`src/ple_pkg.sv`:
```
package ple_pkg;

  localparam int DEPTH        = 32;
  localparam int RESULT_LIMIT = 32;

  localparam int CMD_W    = 3;
  localparam int VAL_W    = 32;
  localparam int POS_W    = 6;
  localparam int STATUS_W = 2;
  localparam int COUNT_W  = 6;

  localparam int IDX_W    = $clog2(DEPTH);
  localparam int LEN_W    = $clog2(DEPTH + 1);
  // wide enough to compare a position against length + 1 at any depth
  localparam int CMP_W    = ((LEN_W > POS_W) ? LEN_W : POS_W) + 1;
  localparam int DUMP_MAX = (DEPTH < RESULT_LIMIT) ? DEPTH : RESULT_LIMIT;

  typedef enum logic [CMD_W-1:0] {
    CMD_INS_FRONT = 3'd0,
    CMD_INS_BACK  = 3'd1,
    CMD_INS_AT    = 3'd2,
    CMD_DEL_FRONT = 3'd3,
    CMD_DEL_BACK  = 3'd4,
    CMD_DEL_AT    = 3'd5,
    CMD_DUMP      = 3'd6
  } cmd_e;

  typedef enum logic [STATUS_W-1:0] {
    ST_OK     = 2'd0,
    ST_BADPOS = 2'd1,
    ST_FULL   = 2'd2,
    ST_EMPTY  = 2'd3
  } status_e;

  typedef enum logic [1:0] {
    OP_INSERT,
    OP_DELETE,
    OP_DUMP,
    OP_NOP
  } op_e;

  typedef enum logic [1:0] {
    WH_FRONT,
    WH_BACK,
    WH_POS
  } where_e;

  typedef enum logic {
    BK_IDLE,
    BK_DUMP
  } back_state_e;

  typedef struct packed {
    op_e                     op;
    where_e                  where;
    logic signed [VAL_W-1:0] value;
    logic [POS_W-1:0]        position;
  } work_t;

  typedef struct packed {
    status_e                 status;
    logic [COUNT_W-1:0]      count;
    logic signed [VAL_W-1:0] elem_value;
    logic                    elem_valid;
    logic                    last;
  } res_t;

endpackage

```
`src/ple_front.sv`:
```
module ple_front (
  input  logic                             clk_i,
  input  logic                             rst_ni,
  input  logic                             push_i,
  input  logic [ple_pkg::CMD_W-1:0]        cmd_i,
  input  logic signed [ple_pkg::VAL_W-1:0] value_i,
  input  logic [ple_pkg::POS_W-1:0]        position_i,
  output logic                             full_o,
  output ple_pkg::work_t                   work_o,
  output logic                             work_valid_o,
  input  logic                             work_ready_i
);
  import ple_pkg::*;

  logic  vld_q, vld_d;
  work_t work_q, work_d;
  logic  accept;

  assign full_o = vld_q & ~work_ready_i;
  assign accept = push_i & ~full_o;
  assign vld_d  = accept | (vld_q & ~work_ready_i);

  // classify the command into an operation and where it acts
  always_comb begin
    work_d          = work_q;
    if (accept) begin
      work_d.value    = value_i;
      work_d.position = position_i;
      work_d.where    = WH_FRONT;
      unique case (cmd_i)
        CMD_INS_FRONT: begin
          work_d.op = OP_INSERT;
        end
        CMD_INS_BACK: begin
          work_d.op    = OP_INSERT;
          work_d.where = WH_BACK;
        end
        CMD_INS_AT: begin
          work_d.op    = OP_INSERT;
          work_d.where = WH_POS;
        end
        CMD_DEL_FRONT: begin
          work_d.op = OP_DELETE;
        end
        CMD_DEL_BACK: begin
          work_d.op    = OP_DELETE;
          work_d.where = WH_BACK;
        end
        CMD_DEL_AT: begin
          work_d.op    = OP_DELETE;
          work_d.where = WH_POS;
        end
        CMD_DUMP: begin
          work_d.op = OP_DUMP;
        end
        default: begin
          work_d.op = OP_NOP;
        end
      endcase
    end
  end

  always_ff @(posedge clk_i or negedge rst_ni) begin
    if (!rst_ni) begin
      vld_q <= 1'b0;
    end else begin
      vld_q <= vld_d;
    end
  end

  always_ff @(posedge clk_i) begin
    work_q <= work_d;
  end

  assign work_o       = work_q;
  assign work_valid_o = vld_q;

endmodule

```
`src/ple_cmd_fifo.sv`:
```
module ple_cmd_fifo (
  input  logic           clk_i,
  input  logic           rst_ni,
  input  ple_pkg::work_t in_i,
  input  logic           in_valid_i,
  output logic           in_ready_o,
  output ple_pkg::work_t out_o,
  output logic           out_valid_o,
  input  logic           out_ready_i
);
  import ple_pkg::*;

  work_t      mem_q [2];
  logic       wr_ptr_q, wr_ptr_d;
  logic       rd_ptr_q, rd_ptr_d;
  logic [1:0] cnt_q, cnt_d;
  logic       wr, rd;

  assign in_ready_o  = (cnt_q != 2'd2);
  assign out_valid_o = (cnt_q != 2'd0);
  assign wr          = in_valid_i & in_ready_o;
  assign rd          = out_valid_o & out_ready_i;

  always_comb begin
    wr_ptr_d = wr ? ~wr_ptr_q : wr_ptr_q;
    rd_ptr_d = rd ? ~rd_ptr_q : rd_ptr_q;
    cnt_d    = cnt_q + 2'(wr) - 2'(rd);
  end

  always_ff @(posedge clk_i or negedge rst_ni) begin
    if (!rst_ni) begin
      wr_ptr_q <= 1'b0;
      rd_ptr_q <= 1'b0;
      cnt_q    <= 2'd0;
    end else begin
      wr_ptr_q <= wr_ptr_d;
      rd_ptr_q <= rd_ptr_d;
      cnt_q    <= cnt_d;
    end
  end

  always_ff @(posedge clk_i) begin
    if (wr) begin
      mem_q[wr_ptr_q] <= in_i;
    end
  end

  assign out_o = mem_q[rd_ptr_q];

endmodule

```
`src/ple_back.sv`:
```
module ple_back (
  input  logic                              clk_i,
  input  logic                              rst_ni,
  input  ple_pkg::work_t                    work_i,
  input  logic                              work_valid_i,
  output logic                              work_ready_o,
  output logic                              empty_o,
  input  logic                              pop_i,
  output logic [ple_pkg::STATUS_W-1:0]      status_o,
  output logic [ple_pkg::COUNT_W-1:0]       count_o,
  output logic signed [ple_pkg::VAL_W-1:0]  elem_value_o,
  output logic                              elem_valid_o,
  output logic                              last_o
);
  import ple_pkg::*;

  logic signed [VAL_W-1:0] cells_q [DEPTH];
  logic [LEN_W-1:0]        len_q, len_d;
  back_state_e             state_q, state_d;
  logic [IDX_W-1:0]        k_q, k_d;

  res_t       oq_q [2];
  logic       owr_ptr_q, ord_ptr_q;
  logic [1:0] ocnt_q;
  logic       out_room, owr, ord;
  res_t       ores;

  logic             exec, do_ins, do_del;
  logic [IDX_W-1:0] idx;
  status_e          st;
  logic [CMP_W-1:0] pos_c, len_c, n_c;
  logic [IDX_W-1:0] last_k;

  assign out_room = (ocnt_q != 2'd2);
  assign pos_c    = CMP_W'(work_i.position);
  assign len_c    = CMP_W'(len_q);
  assign n_c      = (len_c > CMP_W'(DUMP_MAX)) ? CMP_W'(DUMP_MAX) : len_c;
  assign last_k   = IDX_W'(n_c - CMP_W'(1));
  assign exec     = (state_q == BK_IDLE) & work_valid_i & out_room;
  assign work_ready_o = exec;

  always_comb begin
    st      = ST_OK;
    do_ins  = 1'b0;
    do_del  = 1'b0;
    idx     = '0;
    len_d   = len_q;
    state_d = state_q;
    k_d     = k_q;
    owr     = 1'b0;
    ores    = '0;

    unique case (state_q)
      BK_IDLE: begin
        if (exec) begin
          unique case (work_i.where)
            WH_FRONT: idx = '0;
            WH_BACK:  idx = (work_i.op == OP_INSERT) ? IDX_W'(len_q)
                                                     : IDX_W'(len_q - LEN_W'(1));
            default:  idx = IDX_W'(work_i.position - POS_W'(1));
          endcase
          case (work_i.op)
            OP_INSERT: begin
              if (work_i.where == WH_POS &&
                  (pos_c == '0 || pos_c > len_c + CMP_W'(1))) begin
                st = ST_BADPOS;
              end else if (len_c >= CMP_W'(DEPTH)) begin
                st = ST_FULL;
              end else begin
                do_ins = 1'b1;
                len_d  = len_q + LEN_W'(1);
              end
            end
            OP_DELETE: begin
              if (len_q == '0) begin
                st = ST_EMPTY;
              end else if (work_i.where == WH_POS &&
                           (pos_c == '0 || pos_c > len_c)) begin
                st = ST_BADPOS;
              end else begin
                do_del = 1'b1;
                len_d  = len_q - LEN_W'(1);
              end
            end
            default: ;
          endcase
          if (work_i.op == OP_DUMP && n_c != '0) begin
            state_d = BK_DUMP;
            k_d     = '0;
          end else begin
            owr          = 1'b1;
            ores.status  = st;
            ores.count   = COUNT_W'(len_d);
            ores.last    = 1'b1;
          end
        end
      end
      BK_DUMP: begin
        if (out_room) begin
          owr             = 1'b1;
          ores.status     = ST_OK;
          ores.count      = COUNT_W'(len_q);
          ores.elem_value = cells_q[k_q];
          ores.elem_valid = 1'b1;
          ores.last       = (k_q == last_k);
          k_d             = k_q + IDX_W'(1);
          if (k_q == last_k) begin
            state_d = BK_IDLE;
          end
        end
      end
      default: state_d = BK_IDLE;
    endcase
  end

  // row of cells: shift up behind an insert, shift down over a delete
  for (genvar g = 0; g < DEPTH; g++) begin : g_cell
    always_ff @(posedge clk_i) begin
      if (do_ins) begin
        if (idx == IDX_W'(g)) begin
          cells_q[g] <= work_i.value;
        end else if (idx < IDX_W'(g)) begin
          if (g > 0) begin
            cells_q[g] <= cells_q[(g > 0) ? g - 1 : 0];
          end
        end
      end else if (do_del && idx <= IDX_W'(g)) begin
        if (g < DEPTH - 1) begin
          cells_q[g] <= cells_q[(g < DEPTH - 1) ? g + 1 : g];
        end
      end
    end
  end

  always_ff @(posedge clk_i or negedge rst_ni) begin
    if (!rst_ni) begin
      state_q <= BK_IDLE;
      len_q   <= '0;
      k_q     <= '0;
    end else begin
      state_q <= state_d;
      len_q   <= len_d;
      k_q     <= k_d;
    end
  end

  // result queue, parts the list from the consumer
  assign ord     = pop_i & ~empty_o;
  assign empty_o = (ocnt_q == 2'd0);

  always_ff @(posedge clk_i or negedge rst_ni) begin
    if (!rst_ni) begin
      owr_ptr_q <= 1'b0;
      ord_ptr_q <= 1'b0;
      ocnt_q    <= 2'd0;
    end else begin
      if (owr) owr_ptr_q <= ~owr_ptr_q;
      if (ord) ord_ptr_q <= ~ord_ptr_q;
      ocnt_q <= ocnt_q + 2'(owr) - 2'(ord);
    end
  end

  always_ff @(posedge clk_i) begin
    if (owr) begin
      oq_q[owr_ptr_q] <= ores;
    end
  end

  assign status_o     = oq_q[ord_ptr_q].status;
  assign count_o      = oq_q[ord_ptr_q].count;
  assign elem_value_o = oq_q[ord_ptr_q].elem_value;
  assign elem_valid_o = oq_q[ord_ptr_q].elem_valid;
  assign last_o       = oq_q[ord_ptr_q].last;

endmodule

```
`src/positional_list_engine.sv`:
```
// Ordered list of up to 32 signed 32-bit words, held in a row of cells that
// all shift at once. An insert or delete at the front, the back or a 1-based
// position is done in the list unit as it is taken, so such commands flow
// at one word per cycle while no dump runs and the result queue has room;
// the result word passes the front register and both queues. A dump enters
// a dump state, then reads one element at a time (at most 32) through the
// single read of the cell row; it gives a run of element words with last
// set on the final one. Every result carries a status (ok, bad position,
// full, empty) and the element count after the command. A two-entry command
// queue and a two-entry result queue let both sides stall on their own.
module positional_list_engine (
  input  logic                              clk_i,
  input  logic                              rst_ni,
  input  logic                              push,
  output logic                              full,
  input  logic [ple_pkg::CMD_W-1:0]         cmd_i,
  input  logic signed [ple_pkg::VAL_W-1:0]  value_i,
  input  logic [ple_pkg::POS_W-1:0]         position_i,
  output logic                              empty,
  input  logic                              pop,
  output logic [ple_pkg::STATUS_W-1:0]      status_o,
  output logic [ple_pkg::COUNT_W-1:0]       count_o,
  output logic signed [ple_pkg::VAL_W-1:0]  elem_value_o,
  output logic                              elem_valid_o,
  output logic                              last_o
);
  import ple_pkg::*;

  work_t fr_work, bk_work;
  logic  fr_valid, fr_ready;
  logic  bk_valid, bk_ready;

  ple_front u_front (
    .clk_i        (clk_i),
    .rst_ni       (rst_ni),
    .push_i       (push),
    .cmd_i        (cmd_i),
    .value_i      (value_i),
    .position_i   (position_i),
    .full_o       (full),
    .work_o       (fr_work),
    .work_valid_o (fr_valid),
    .work_ready_i (fr_ready)
  );

  ple_cmd_fifo u_cmd_fifo (
    .clk_i       (clk_i),
    .rst_ni      (rst_ni),
    .in_i        (fr_work),
    .in_valid_i  (fr_valid),
    .in_ready_o  (fr_ready),
    .out_o       (bk_work),
    .out_valid_o (bk_valid),
    .out_ready_i (bk_ready)
  );

  ple_back u_back (
    .clk_i        (clk_i),
    .rst_ni       (rst_ni),
    .work_i       (bk_work),
    .work_valid_i (bk_valid),
    .work_ready_o (bk_ready),
    .empty_o      (empty),
    .pop_i        (pop),
    .status_o     (status_o),
    .count_o      (count_o),
    .elem_value_o (elem_value_o),
    .elem_valid_o (elem_valid_o),
    .last_o       (last_o)
  );

endmodule
```
`config.mk`:
```
export PLATFORM = sky130hd
export DESIGN_NAME = positional_list_engine
export DESIGN_NICKNAME = d
export VERILOG_FILES = /design/src/ple_pkg.sv /design/src/ple_front.sv /design/src/ple_cmd_fifo.sv /design/src/ple_back.sv /design/src/positional_list_engine.sv
export SDC_FILE = /design/constraint.sdc
export NUM_CORES = 2
export LEC_CHECK = 0
export BUFFER_PORTS_ARGS = -buffer_cell sky130_fd_sc_hd__buf_4
export CAP_MARGIN = 20
export CORE_MARGIN = 8
export CORE_UTILIZATION = 50
export CTS_CLUSTER_DIAMETER = 30
export CTS_CLUSTER_SIZE = 16
export DETAILED_ROUTE_END_ITERATION = 8
export PLACE_DENSITY_LB_ADDON = 0.08
export SLEW_MARGIN = 20
export SYNTH_ARGS = -nofsm -noshare
export SYNTH_HDL_FRONTEND = slang
export SYNTH_SLANG_ARGS = --single-unit
```
`constraint.sdc`:
```
create_clock -name clk_i -period 7.5 [get_ports clk_i]
set_clock_uncertainty 0.2 [all_clocks]
set_input_delay 0.375 -clock clk_i [delete_from_list [all_inputs] [get_ports clk_i]]
set_output_delay 0.375 -clock clk_i [all_outputs]
set_load 0.05 [all_outputs]
```
After elaboration in Yosys (flattened, before gate mapping)

Memories as Yosys holds them, arrays and structs flattened.
Index checks and enable logic that the tools add are counted.

Add/sub/neg operators: 10
$lt $le $gt $ge: 66
Equal/unequal tests: 47
Mux-type cells: 425
Bitwise gates (word level): 78
Reduce and logical (&&, ||, !) cells: 51

Operators with widths:

| operator                                                   | number |
|---|---|
| two-way mux 32 bit                                         | 62 |
| two-way mux 1 bit                                          | 335 |
| equality test 5 bit, second input constant                 | 16 |
| less-than comparator 5 bit, second input constant          | 16 |
| <= comparator 5 bit, second input constant                 | 15 |
| bitwise OR 1 bit                                           | 63 |
| equality test 5 x 4 -> 1 bit, second input constant        | 8 |
| <= comparator 5 x 4 -> 1 bit, second input constant        | 8 |
| less-than comparator 5 x 4 -> 1 bit, second input constant | 8 |
| two-way mux 40 bit                                         | 1 |
| logical AND 1 bit                                          | 34 |
| two-way mux 33 bit                                         | 1 |
| two-way mux 5 bit                                          | 6 |
| two-way mux 6 bit                                          | 5 |
| equality test 5 x 3 -> 1 bit, second input constant        | 4 |
| <= comparator 5 x 3 -> 1 bit, second input constant        | 4 |
| less-than comparator 5 x 3 -> 1 bit, second input constant | 4 |
| case mux 5 bit (2 select lines)                            | 2 |
| two-way mux 8 bit                                          | 2 |
| case mux 8 bit (2 select lines)                            | 1 |
| case mux 6 bit (2 select lines)                            | 1 |
| equality test 5 x 2 -> 1 bit, second input constant        | 2 |
| <= comparator 5 x 1 -> 1 bit, second input constant        | 2 |
| <= comparator 5 x 2 -> 1 bit, second input constant        | 2 |
| 39 further kinds                                           | 75 |

Flip-flop bits (word level): 63
RAM bits: 1,192
Input port bits: 45
Output and inout port bits: 44
Logic and storage cells: 694
Memories kept: 3

Memory list:

| memory           | depth | bits a word | read ports | clocked after Yosys merged registers in | write ports | RTL line           | RTL |
|---|---|---|---|---|---|---|---|
| u_back.cells_q   | 32    | 32          | 33         | 0                                       | 32          | ple_back.sv:17     | `logic signed [VAL_W-1:0] cells_q [DEPTH];` |
| u_back.oq_q      | 2     | 42          | 1          | 0                                       | 1           | ple_back.sv:22     | `res_t oq_q [2];` |
| u_cmd_fifo.mem_q | 2     | 42          | 1          | 0                                       | 1           | ple_cmd_fifo.sv:13 | `work_t mem_q [2];` |

Longest topological paths before layout

An unclocked memory read counts as a cell.

Depth in word-level cells: 14
Gate-level depth with buffers: 19
Mapped depth without buffers: 14

By module

A second synthesis with hierarchy kept.

Cells, all modules: 5,887
Area total of the unflattened synthesis: 69,660.6 um2

By module, submodules not included:

| module       | instances | cells each | area each (um2) | seq. area each (um2) |
|---|---|---|---|---|
| ple_back     | 1         | 5,680      | 65,051.1        | 33,672.3 |
| ple_cmd_fifo | 1         | 153        | 3,253.1         | 2,622.5 |
| ple_front    | 1         | 54         | 1,356.3         | 1,286.2 |

Worst setup path before layout

Ideal clock, no wire load.

Path type: reg-to-reg
Start point: register u_cmd_fifo.rd_ptr_q
End point: memory u_back.cells_q[19][0] (enable)
Setup time: 0.470 ns
Arrival: 5.986 ns
Data required time: 6.830 ns
Path slack: 0.843 ns
Cell stages (with the launch flop): 14
Buffers on the path: 5
Clock period less this slack: 6.657 ns
Cell sequence: dfrtp_1 -> buf_4 -> buf_4 -> clkbuf_1 -> clkbuf_1 -> mux2_2 -> ha_1 -> nand4_1 -> or3b_1 -> and2_1 -> o311a_1 -> or3_1 -> clkbuf_1 -> a211oi_1

RTL lines:

| what                   | RTL line           | RTL |
|---|---|---|
| start, declared        | ple_cmd_fifo.sv:15 | `logic rd_ptr_q, rd_ptr_d;` |
| start signal, assigned | ple_cmd_fifo.sv:37 | `rd_ptr_q <= rd_ptr_d;` |
| end, declared          | ple_back.sv:17     |  |

==> results.sh <==
export IMPL_outcome="complete, no violations"
export IMPL_antenna_found_initial=1
export IMPL_grt_pass1_vias=52800
export IMPL_ios=89
export IMPL_r2r_end="u_back.cells_q[21][19]"
export IMPL_post_route_min_period_ns=5.90
export IMPL_clk_path_buf_depth=4
export IMPL_max_cap_violations=0
export IMPL_clock_root_buffer="clkbuf_16"
export IMPL_worst_slew_pin_slew_ns=1.28
export IMPL_crit_fanout=65
export IMPL_portBuffers=88
export IMPL_synth_top_area_frac=0.532
export IMPL_syn2layout_area_growth_pct=20.7
export IMPL_fmax_mhz=169
export IMPL_place_inst=7643
export IMPL_drt_antenna_violating_nets=0
export IMPL_syn_area_um2=69700
export IMPL_grt_max_degree=98
export IMPL_drive_above_1_share=0.194
export IMPL_end_kind="flop"
export IMPL_cts_sinks=1255
export IMPL_cts_buffers=335
export IMPL_core_area_um2=139000
export IMPL_fp_row_count=137
export IMPL_hold_viol=0
export IMPL_dr_pass1_iters=6
export IMPL_drt_wirelength_per_cell_um=27.7
export IMPL_routed_via_count=52800
export IMPL_clk_latency_ns=0.92
export IMPL_synth_top_area_cell="edfxtp_1"
export IMPL_ys_types=81
export IMPL_reg2reg_depth=13
export IMPL_hold_class="input port to flop"
export IMPL_powerDensity_nw_per_um2=554
export IMPL_grt_pass1_wl_um=343000
export IMPL_criticalPathCategory="flop to flop"
export IMPL_tns_ns=0
export IMPL_avgSynthCellArea_um2=11.4
export IMPL_hold_end="u_front.work_o[7]"
export IMPL_synth_edf_count=1234
export IMPL_drt_iter0_drc=5513
export IMPL_wirelength_um=231000
export IMPL_h_tree_depth=5
export IMPL_vdd_ir_drop_max_mv=0.378
export IMPL_cts_tree="yes"
export IMPL_holdCritStartpoint="value_i[1]"
export IMPL_wl_met3_um=19500
export IMPL_dieArea_um2=152000
export IMPL_met2WireLength_um=110000
export IMPL_start_util=0.502
export IMPL_drc=0
export IMPL_critPathRequiredTime_ns=7.90
export IMPL_slew_viol_final=0
export IMPL_setup_viol=0
export IMPL_highest_layer="met4"
export IMPL_synth_main_ff_cell="edfxtp_1"
export IMPL_async_reset_ff_frac=0.0167
export IMPL_r2r_slack_ns=1.60
export IMPL_vias_per_cell=6.34
export IMPL_syn_num_nets=6198
export IMPL_overflow=0
export IMPL_ys_top_cells_by_area="edfxtp_1 53%, mux4_2 10%, mux2i_1 8.7%, o21ai_0 5.8%, nand2_1 5.0%"
export IMPL_dp_final_hpwl_um=151000
export IMPL_fp_dieH_um=389
export IMPL_grt_util_all_layers=0.297
export IMPL_finalNetCount=6331
export IMPL_worstPathArrival_ns=6.31
export IMPL_cp_start_kind="flop"
export IMPL_ys_seq_area_frac=0.539
export IMPL_period_share=0.787
export IMPL_slew_headroom=0.125
export IMPL_synth_seq_cells=1255
export IMPL_ys_warn_count=0
export IMPL_worst_hold_slack_ns=0.0326
export IMPL_power_leakage_nw=30.1
export IMPL_synthCells=6130
export IMPL_r2r_start="u_cmd_fifo.rd_ptr_q"
export IMPL_cts_resized=0
export IMPL_holdPathStages=2
export IMPL_wl_met1_um=89200
export IMPL_rsz0062_at_grt="false"
export IMPL_place_gp_congestion=0.890
export IMPL_clk_pin_slew_ns=0.04
export IMPL_final_cell_count_no_fill=8325
export IMPL_die_x_um=389
-- what timing repair did --
| action | CTS | global route |
|---|---|---|
| hold buffers | 84 | 0 |
| buffers inserted | 0 | 0 |
| endpoints found under the hold margin | 67 | 0 |
-- flip-flops by register name, indices dropped and copies added, names as in the netlist --
signal	cells
u_back.k_q	5
u_back.state_q	1
u_back.cells_q	1024
u_cmd_fifo.mem_q	84
u_cmd_fifo.cnt_q	2
u_back.owr_ptr_q	1
u_cmd_fifo.rd_ptr_q	1
u_back.ocnt_q	2
u_back.oq_q	84
u_cmd_fifo.wr_ptr_q	1
u_front.work_valid_o	1
u_back.ord_ptr_q	1
u_back.len_q	6
u_front.work_o	42
-- kinds of logic (layout without fill, tap and decap cells) --
kind of cell	count (synthesis)	count (layout)	share of synthesized area
adders and majority gates	23	23	0.00413
and+or+nand+nor	1595	1595	0.0903
DFF	1255	1255	0.539
buffers and inverters	559	946	0.0344
AOI/OAI and AO/OA	1666	1666	0.125
muxes	1006	1006	0.203
xor gates and xnor gates	26	26	0.00327
other	0	1	0
-- power breakdown --
group	switching (mW)	internal [mW]
registers	2.03	12.4
clock network	4.23	9.53
logic	11.8	6.66
total	18.0	28.6
-- cells in the mapped netlist, drive strengths merged, types with 4 or more instances --
cell type,count
a31oi,7
nand2b,9
nand3b,4
nor2,570
a21o,9
or3,7
a22oi,10
xor2,8
a211oi,4
and2,10
nand2,926
xnor2,18
o22ai,4
mux4,320
edfxtp,1234
clkbuf,360
dfrtp,21
nand4,7
mux2,80
ha,23
inv,28
o21a,5
nor3,21
a21oi,499
o21ai,1095
nand3,21
mux2i,606
and3,5
or3b,5
buf,170
-- per-stage QoR --
step	power [mW]	setup slack [ns]	utilization	cell area [µm²]
3_3_place_gp	32.1	1.63	0.520	72200
4_1_cts	46.4	1.55	0.605	84000
5_1_grt	48.6	1.31	0.606	84100
2_1_floorplan	25.7	0.843	-	69700
3_5_place_dp	32.6	1.60	0.521	72400
6_report	46.6	1.60	0.606	84100
-- layout by cell type, fill, tap and decap left out, types with 10 or more instances in the layout --
cell type,count
clkbuf_16,343
clkinv_2,56
mux2i_1,582
xnor2_1,18
clkinv_1,60
buf_4,223
inv_1,25
a21oi_4,29
dfrtp_1,14
edfxtp_1,1234
mux4_2,320
ha_1,23
a22oi_1,10
o21ai_0,802
nor2_1,543
dlygate4sd3_1,83
mux2i_2,24
mux2_2,78
a21oi_1,469
buf_12,14
o21ai_4,15
nand2_1,919
nor3_1,19
bufinv_16,38
clkbuf_1,57
nor2_4,26
clkinvlp_4,24
nand3_1,17
o21ai_1,277
-- critical path: stages (launching register included) --
cell	delay, ns
dfrtp_4	0.86
mux2i_1	0.40
ha_1	0.32
nor4b_1	0.43
o21ai_0	0.19
a21oi_2	0.51
o221ai_2	0.18
buf_4	0.28
nand2_2	0.13
buf_4	0.65
o21bai_4	0.61
buf_4	0.46
mux2i_1	0.26
a21oi_1	0.09
-- area by class of cell --
type | instances | area [µm²]
repair buffers | 326 | 2950
multi-input cells | 4316 | 30500
clock inverters | 191 | 1960
inverters | 29 | 109
well taps | 1807 | 2260
clock buffers | 400 | 8800
fillers | 11200 | 54700
diodes | 1 | 2.50
flip-flops and latches | 1255 | 37600
-- routing by layer --
metal,global-route usage,vias up
li1,-,23300
met1,0.381,26300
met2,0.480,2604
met3,0.0652,652
met4,0.147,0
met5,0,-
-- worst max-delay path by stage --
| stage | start | to | slack (ns) | cells after the start |
|---|---|---|---|---|
| final | u_cmd_fifo.rd_ptr_q | u_back.cells_q[21][19] | 1.60 | 13 |
| after global placement | u_back.len_q[2] | u_back.cells_q[2][4] | 1.63 | 14 |
| after CTS | u_back.len_q[2] | u_back.cells_q[4][7] | 1.55 | 14 |
| after global routing | u_back.len_q[0] | u_back.cells_q[5][6] | 1.31 | 14 |
| after floorplan | u_cmd_fifo.rd_ptr_q | u_back.cells_q[19][0] | 0.84 | 13 |
| after detailed placement | u_back.len_q[2] | u_back.cells_q[4][6] | 1.60 | 14 |
No activity file was read; power rests on OpenSTA's default activity.
